[config.mk]
export PLATFORM = sky130hd
export DESIGN_NAME = fifo_queue_with_keyed_removal_core
export DESIGN_NICKNAME = d
export VERILOG_FILES = /design/src/rtl/fqkr_pkg.sv /design/src/rtl/fqkr_ctrl.sv /design/src/rtl/fqkr_dp.sv /design/src/rtl/fifo_queue_with_keyed_removal_core.sv
export SDC_FILE = /design/constraint.sdc
export NUM_CORES = 1
export LEC_CHECK = 0
export BUFFER_PORTS_ARGS = -buffer_cell sky130_fd_sc_hd__buf_4
export CORE_ASPECT_RATIO = 1.1
export CORE_MARGIN = 5
export CORE_UTILIZATION = 50
export CTS_CLUSTER_SIZE = 25
export DETAILED_ROUTE_END_ITERATION = 10
export GPL_ROUTABILITY_DRIVEN = 0
export PLACE_DENSITY = 0.66
export SLEW_MARGIN = 20
export SYNTH_ARGS = -nofsm -noshare
export SYNTH_HDL_FRONTEND = slang
export SYNTH_HIERARCHICAL = 1
export SYNTH_SLANG_ARGS = --single-unit
[constraint.sdc]
create_clock -name clk -period 4.4 [get_ports clk]
set_input_delay 0.22 -clock clk [delete_from_list [all_inputs] [get_ports clk]]
set_output_delay 0.22 -clock clk [all_outputs]
set_load 0.02 [all_outputs]
[src/rtl/fqkr_pkg.sv]
// ============================================================================
// fqkr_pkg
// Shared types and constants for the keyed-removal queue.
// ============================================================================
package fqkr_pkg;

    localparam int DEPTH = 16;
    localparam int IDX_W = $clog2(DEPTH);
    localparam int CNT_W = $clog2(DEPTH + 1);
    localparam int ID_W  = 16;

    typedef enum logic [1:0] {
        CMD_ENQUEUE = 2'd0,
        CMD_REMOVE  = 2'd1,
        CMD_POP     = 2'd2
    } cmd_t;

    typedef enum logic [2:0] {
        ST_ADDED     = 3'd0,
        ST_FULL      = 3'd1,
        ST_NOTFOUND  = 3'd2,
        ST_OLDEST    = 3'd3,
        ST_MOVED     = 3'd4,
        ST_UNDERFLOW = 3'd5,
        ST_POPPED    = 3'd6
    } status_t;

    // Commands from the controller to the datapath
    typedef struct packed {
        logic load;      // capture command and identifier
        logic compare;   // register the match vector
        logic execute;   // update the queue and the result registers
    } ctrl_t;

endpackage

[src/rtl/fqkr_ctrl.sv]
// ============================================================================
// fqkr_ctrl
// Sequencer: accept, compare, execute, then report one result.
// ============================================================================
module fqkr_ctrl (
    input  logic            clk,
    input  logic            rst_n,
    input  logic            start,
    output logic            busy,
    output logic            done,
    output fqkr_pkg::ctrl_t ctrl
);

    typedef enum logic [1:0] {
        S_IDLE,
        S_CMP,
        S_EXEC
    } state_t;

    state_t state_reg;
    state_t state_next;
    logic   busy_reg;
    logic   busy_next;
    logic   done_reg;
    logic   done_next;

    always_comb
    begin
        state_next = state_reg;
        done_next  = 1'b0;
        unique case (state_reg)
            S_IDLE:
            begin
                if (start)
                    state_next = S_CMP;
            end
            S_CMP:
            begin
                state_next = S_EXEC;
            end
            S_EXEC:
            begin
                state_next = S_IDLE;
                done_next  = 1'b1;
            end
            default:
            begin
                state_next = S_IDLE;
            end
        endcase
        busy_next = (state_next != S_IDLE);
    end

    always_ff @(posedge clk or negedge rst_n)
    begin
        if (!rst_n)
        begin
            state_reg <= S_IDLE;
            busy_reg  <= 1'b0;
            done_reg  <= 1'b0;
        end
        else
        begin
            state_reg <= state_next;
            busy_reg  <= busy_next;
            done_reg  <= done_next;
        end
    end

    assign ctrl.load    = (state_reg == S_IDLE) && start;
    assign ctrl.compare = (state_reg == S_CMP);
    assign ctrl.execute = (state_reg == S_EXEC);
    assign busy         = busy_reg;
    assign done         = done_reg;

endmodule

[src/rtl/fqkr_dp.sv]
// ============================================================================
// fqkr_dp
// Entry cells, match compare, compaction shift and result registers.
// ============================================================================
module fqkr_dp (
    input  logic                         clk,
    input  logic                         rst_n,
    input  fqkr_pkg::ctrl_t              ctrl,
    input  logic [1:0]                   cmd,
    input  logic [fqkr_pkg::ID_W-1:0]    item_id,
    output logic [2:0]                   status,
    output logic [3:0]                   moved_count,
    output logic [4:0]                   occupancy
);

    logic [1:0]                  cmd_reg;
    logic [fqkr_pkg::ID_W-1:0]   id_reg;
    logic [fqkr_pkg::ID_W-1:0]   entries [fqkr_pkg::DEPTH];
    logic [fqkr_pkg::DEPTH-1:0]  match_reg;
    logic [fqkr_pkg::DEPTH-1:0]  match_next;
    logic [fqkr_pkg::CNT_W-1:0]  count_reg;
    logic [fqkr_pkg::CNT_W-1:0]  count_next;
    fqkr_pkg::status_t           status_reg;
    fqkr_pkg::status_t           status_next;
    logic [fqkr_pkg::IDX_W-1:0]  moved_reg;
    logic [fqkr_pkg::IDX_W-1:0]  moved_next;

    logic                        found;
    logic [fqkr_pkg::IDX_W-1:0]  hit_pos;
    logic                        enq_en;
    logic                        drop_en;
    logic [fqkr_pkg::IDX_W-1:0]  drop_pos;

    // capture the command
    always_ff @(posedge clk)
    begin
        if (ctrl.load)
        begin
            cmd_reg <= cmd;
            id_reg  <= item_id;
        end
    end

    // compare every occupied cell against the key at once
    always_comb
    begin
        for (int k = 0; k < fqkr_pkg::DEPTH; k++)
        begin
            match_next[k] = (entries[k] == id_reg) &&
                            (fqkr_pkg::CNT_W'(k) < count_reg);
        end
    end

    always_ff @(posedge clk)
    begin
        if (ctrl.compare)
            match_reg <= match_next;
    end

    // newest match wins: the highest set index
    always_comb
    begin
        found   = 1'b0;
        hit_pos = '0;
        for (int k = 0; k < fqkr_pkg::DEPTH; k++)
        begin
            if (match_reg[k])
            begin
                found   = 1'b1;
                hit_pos = fqkr_pkg::IDX_W'(k);
            end
        end
    end

    always_comb
    begin
        enq_en      = 1'b0;
        drop_en     = 1'b0;
        drop_pos    = '0;
        count_next  = count_reg;
        status_next = fqkr_pkg::ST_NOTFOUND;
        moved_next  = '0;
        case (cmd_reg)
            fqkr_pkg::CMD_ENQUEUE:
            begin
                if (count_reg >= fqkr_pkg::CNT_W'(fqkr_pkg::DEPTH))
                    status_next = fqkr_pkg::ST_FULL;
                else
                begin
                    enq_en      = 1'b1;
                    count_next  = count_reg + 1'b1;
                    status_next = fqkr_pkg::ST_ADDED;
                end
            end
            fqkr_pkg::CMD_REMOVE:
            begin
                if (found)
                begin
                    drop_en    = 1'b1;
                    drop_pos   = hit_pos;
                    count_next = count_reg - 1'b1;
                    if (hit_pos == '0)
                        status_next = fqkr_pkg::ST_OLDEST;
                    else
                    begin
                        status_next = fqkr_pkg::ST_MOVED;
                        moved_next  = hit_pos;
                    end
                end
            end
            fqkr_pkg::CMD_POP:
            begin
                if (count_reg == '0)
                    status_next = fqkr_pkg::ST_UNDERFLOW;
                else
                begin
                    drop_en     = 1'b1;
                    count_next  = count_reg - 1'b1;
                    status_next = fqkr_pkg::ST_POPPED;
                end
            end
            default:
            begin
                status_next = fqkr_pkg::ST_NOTFOUND;
            end
        endcase
    end

    // append at the back, or shift the cells above the gap down by one
    always_ff @(posedge clk)
    begin
        if (ctrl.execute)
        begin
            if (enq_en)
                entries[count_reg[fqkr_pkg::IDX_W-1:0]] <= id_reg;
            else if (drop_en)
            begin
                for (int k = 0; k < fqkr_pkg::DEPTH - 1; k++)
                begin
                    if (fqkr_pkg::IDX_W'(k) >= drop_pos)
                        entries[k] <= entries[k + 1];
                end
            end
        end
    end

    always_ff @(posedge clk or negedge rst_n)
    begin
        if (!rst_n)
            count_reg <= '0;
        else if (ctrl.execute)
            count_reg <= count_next;
    end

    always_ff @(posedge clk)
    begin
        if (ctrl.execute)
        begin
            status_reg <= status_next;
            moved_reg  <= moved_next;
        end
    end

    assign status      = status_reg;
    assign moved_count = 4'(moved_reg);
    assign occupancy   = 5'(count_reg);

endmodule

[src/rtl/fifo_queue_with_keyed_removal_core.sv]
// ============================================================================
// fifo_queue_with_keyed_removal_core
// Ordered queue of 16-bit identifiers with enqueue, pop and removal by key.
// ============================================================================
// Usage:
//   Command channel: drive cmd and item_id and raise start; the item is taken
//   at a rising edge where start is high and busy is low.
//   cmd 0 appends item_id at the back (status full when 16 entries are held),
//   cmd 1 deletes the newest entry equal to item_id and keeps the order of the
//   rest, cmd 2 drops the oldest entry. Code 3 changes nothing and reports
//   not found.
//   Result channel: done is high for exactly one cycle with status,
//   moved_count (entries older than the removed one) and occupancy
//   (entries held after the command). The receiver cannot stall; sample the
//   result in the cycle that done is high.
//   Timing: items are taken one at a time, not while busy is high. The item is
//   captured, the match vector over all 16 cells is registered in the next
//   cycle, and in the execute state the newest match is picked and the cells
//   compact in one shift. done rises in the cycle after that, the same cycle
//   busy falls, so a new item can be taken while the result is shown.
//   Reset: rst_n clears the occupancy and the sequencer; cell contents are
//   left as they are since slots above the occupancy are never read.
// ============================================================================
module fifo_queue_with_keyed_removal_core (
    input  logic        clk,
    input  logic        rst_n,
    input  logic        start,
    output logic        busy,
    input  logic [1:0]  cmd,
    input  logic [15:0] item_id,
    output logic        done,
    output logic [2:0]  status,
    output logic [3:0]  moved_count,
    output logic [4:0]  occupancy
);

    // command bundle from the sequencer to the datapath
    fqkr_pkg::ctrl_t ctrl;

    // sequence each item through capture, compare and execute
    fqkr_ctrl u_ctrl (
        .clk   (clk),
        .rst_n (rst_n),
        .start (start),
        .busy  (busy),
        .done  (done),
        .ctrl  (ctrl)
    );

    // hold the cells, compare against the key, compact and report
    fqkr_dp u_dp (
        .clk         (clk),
        .rst_n       (rst_n),
        .ctrl        (ctrl),
        .cmd         (cmd),
        .item_id     (item_id),
        .status      (status),
        .moved_count (moved_count),
        .occupancy   (occupancy)
    );

endmodule
==> key figures <==
Layout
  – Fin cells: 1663
  – Largest register FFs: 256
  – Layout cells sized above 1: 28.70%
  – FF+latch area: 9144 um2
  – Footprint of the multi-input gates: 6610 um2
  – Antenna diode count: 0
  – P&R area growth vs syn: 12.21%
  – Final #Nets: 1239
  – Fill count: 2600

Yosys
  – Net Count, Synth: 1208
  – Cell area after synthesis: 16180 um2
  – Yosys warns: 6
  – Synth Area in Simple Gates: 7.456%
  – Asr flop ratio synth: 2.941%
  – Mean post-synth cell area: 13.72 um2
  – Largest family of logic cells by synthesized area: multiplexers
  – Synth Flop Type: edfxtp_1
  – Mux cell area share after synthesis: 15.59%
  – Cells after Synth: 1179
  – XOR/XNOR Fraction of Synth Area: 14.13%
  – Compound-Gate Fraction of Synth Area: 3.032%
  – Netlist cell types: 63
  – Post-synth EDFFs: 297
  – Post-synthesis sequential area ratio: 56.52%
  – #FFs+latches synth: 306
  – Synth Area in Adders: 0.6187%

Timing
  – Final period util: 83.52%
  – Setup TNS: 0 ns
  – Slew HR: 24.14%
  – Final Hold Vio Count: 0
  – Worst slew pin tran: 1.138 ns
  – RSZ-0062 raised after global routing: false
  – FMAX: 272.1 MHz
  – Fin Clk Skew: 0.01286 ns
  – Min cycle time layout: 3.675 ns
  – Final setup viols: 0
  – Max-slew violation count: 0

Critical path
  – Critical Path Source: u_dp/occupancy[1]$_DFFE_PN0P_
  – WS Path Type: reg -> reg
  – CP startpoint kind: flip-flop
  – CP endpoint: u_dp/entries[5][13]$_DFFE_PP_
  – CP max stage delay: 0.67 ns
  – WP data arrival: 3.82 ns
  – Crit path buf inv count: 2
  – Crit path max fanout: 17
  – FF-to-FF Start: u_dp/occupancy[1]$_DFFE_PN0P_
  – Reg2reg setup slack: 0.73 ns
  – Cell family with most CP delay: simple AND/OR/NAND/NOR gates
  – Req. time, crit path: 4.54 ns
  – CP max stage cell: nor2_2
  – Reg2Reg Depth: 9
  – Stages on worst setup path: 9
  – CP Cell Sequence: inv_1 -> ha_1 -> or4b_1 -> a21oi_1 -> nor2_1 -> nand2_2 -> buf_4 -> nor2_2 -> a21o_1
  – Critical path endpoint category: flip-flop
  – RR Endpoint: u_dp/entries[5][13]$_DFFE_PP_

Clock tree
  – Clock root buffer: clkbuf_16
  – Sink Count: 306
  – CTS resizes: 0
  – Clock transition at path regs: 0.06 ns
  – Worst skew pair latency: 0.52 ns
  – H-tree depth: 2
  – Clk buf depth: 3
  – Num CTS Buffers: 35
  – CTS tree: done

Floorplan
  – Core box area: 32120 um2
  – # IOs: 35
  – Starting Density: 50.37%
  – Die Wd: 181.5 um
  – Rows: 69
  – Die footprint: 36060 um2
  – Die Span Y: 198.7 um

Global route
  – Vias in the first global route: 9496
  – Grt total ovfl: 0
  – Largest net degree at the start of global routing: 33
  – First-pass GRT wire length: 57680 um
  – Gr usage total: 20.97%
  – Initial antenna violation count: 0

Place
  – IO Port Bufs: 34
  – DP HPWL: 26030 um
  – Inst Count DP: 1579

Pwr
  – P_int: 5.589 mW
  – Comb pwr share: 16.5%
  – Sequential fraction of design power: 46.2%
  – Maximum VDD drop: 0.2990 mV
  – Clock power share: 37.3%
  – Pwr Density: 420.2 nW/um2
  – Leak: 6.165 nW
  – Sw frac: 26.72%
  – Switching component of the power: 2.038 mW
  – Total Power: 7.627 mW

Detailed routing
  – Remaining DRCs: 0
  – Starting DRT DRC Count: 994
  – Antenna Nets Post-Route: 0
  – WL/cell: 22.89 um
  – DR vias: 9378
  – Final WL: 38070 um
  – DR vias/cell: 5.639
  – Drt first pass iters: 6

Run
  – MaxCap Viol Count: 0

Run status
  – Outcome: finished, final reports clean

Hold path
  – Tightest Hold Check Type: in -> async
[power groups by stage]
stage	combinational (mW)	sequential, mW	clock [mW]
3_5_place_dp	1.22	3.58	0
2_1_floorplan	0.801	3.55	0
4_1_cts	1.25	3.52	2.91
5_1_grt	1.34	3.54	3.03
3_3_place_gp	1.22	3.58	0
6_report	1.26	3.53	2.84
[metrics by stage]
stage / hold slack (ns) / instance area (um2) / setup WS, ns / util (%)
3_5_place_dp: 0.05840 / 16830 / 0.8003 / 52.42
2_1_floorplan: -0.07559 / 16180 / 1.109 / -
5_1_grt: 0.07697 / 18150 / 0.5083 / 56.53
4_1_cts: 0.06978 / 18150 / 0.7875 / 56.53
3_3_place_gp: 0.05694 / 16830 / 0.9060 / 52.42
6_report: 0.08425 / 18150 / 0.7252 / 56.53
[kinds of logic (layout without fill, tap and decap cells)]
logic type	count (synthesis)	count (layout)
compound gates	62	62
flops	306	306
fa+ha+maj	8	8
mux	224	224
simple gates	218	218
xor+xnor	261	261
buf+inv	100	158
[final cells by class]
cell class | instances | area share, %
multi-input combinational | 773 | 36.41
tap | 426 | 2.936
clock inverter | 24 | 1.241
sequential | 306 | 50.37
inverter | 9 | 0.1861
timing repair buffer | 85 | 3.929
clock buffer | 40 | 4.928
[routing by layer]
layer  vias to the layer above  track usage [%]  routed length (um)
met5                         -                0                   0
met4                         0            6.200                1022
met3                        65            4.225                2758
met2                       334            33.20               17270
met1                      4589            29.64               17020
li1                       4390                -                   -
[cells in the final DEF, fill, tap and decap left out, types with 4 or more instances in the layout]
cell type,instances
a21o_1,12
nor2_1,19
nor4_1,45
clkinv_1,10
inv_6,4
bufinv_16,4
clkbuf_16,35
a21oi_1,16
dlygate4sd3_1,20
clkbuf_1,5
nand2_1,67
dfrtp_1,9
ha_1,8
edfxtp_1,297
clkinv_2,5
o21ai_0,6
inv_1,9
a21oi_2,4
xnor2_1,97
mux2_1,9
xor2_1,164
nand3_1,12
buf_4,63
mux2_2,215
nor3_1,10
nand4_1,27
a211oi_1,4
nor2b_1,4
[worst min path at each step]
| stage | endpoint | cells after the start | start | slack [ns] |
|---|---|---|---|---|
| 2_1_floorplan | u_ctrl/busy$_DFF_PN0_ | 0 | rst_n | -0.08 |
| 3_3_place_gp | u_ctrl/busy$_DFF_PN0_ | 1 | rst_n | 0.06 |
| 3_5_place_dp | u_ctrl/busy$_DFF_PN0_ | 1 | rst_n | 0.06 |
| 4_1_cts | u_ctrl/busy$_DFF_PN0_ | 2 | rst_n | 0.07 |
| 5_1_grt | u_ctrl/busy$_DFF_PN0_ | 2 | rst_n | 0.08 |
| 6_report | u_dp/occupancy[4]$_DFFE_PN0P_ | 2 | rst_n | 0.08 |
[worst register-to-register path, cell delays in order, from the launching register on]
cell     delay [ns]
dfrtp_1        0.53
inv_1          0.14
ha_1           0.22
or4b_1         0.19
a21oi_1        0.12
nor2_1         0.31
nand2_2        0.28
buf_4          0.27
nor2_2         0.67
a21o_1         0.57
[cells in the mapped netlist, drive strengths merged, types with 2 or more instances]
| cell type | count | area (um2) |
|---|---|---|
| xor2 | 164 | 1436 |
| nor2 | 22 | 100.1 |
| a21o | 12 | 90.09 |
| a31oi | 2 | 25.02 |
| o31ai | 2 | 28.78 |
| nor4 | 47 | 324.1 |
| nand3 | 12 | 60.06 |
| edfxtp | 297 | 8919 |
| clkbuf | 50 | 187.7 |
| a211oi | 5 | 42.54 |
| nand4 | 27 | 168.9 |
| mux2 | 224 | 2522 |
| o21ai | 6 | 30.03 |
| inv | 9 | 33.78 |
| and2 | 3 | 18.77 |
| dfrtp | 9 | 225.2 |
| or3 | 3 | 18.77 |
| nor3 | 10 | 50.05 |
| o211ai | 2 | 20.02 |
| nor2b | 4 | 25.02 |
| nand3b | 2 | 15.01 |
| xnor2 | 97 | 849.6 |
| nor3b | 4 | 35.03 |
| a221oi | 2 | 17.52 |
| ha | 8 | 100.1 |
| buf | 41 | 207.7 |
| or4 | 4 | 33.78 |
| nand2b | 3 | 18.77 |
| o21a | 2 | 15.01 |
| nand2 | 69 | 269.0 |
| a21oi | 21 | 131.4 |
[what timing repair did]
| action | 4_1_cts | 5_1_grt |
|---|---|---|
| buffers inserted | 0 | 0 |
| endpoints found under the hold margin | 29 | 0 |
| hold buffers | 20 | 0 |
(Power assumes the default switching activity.)
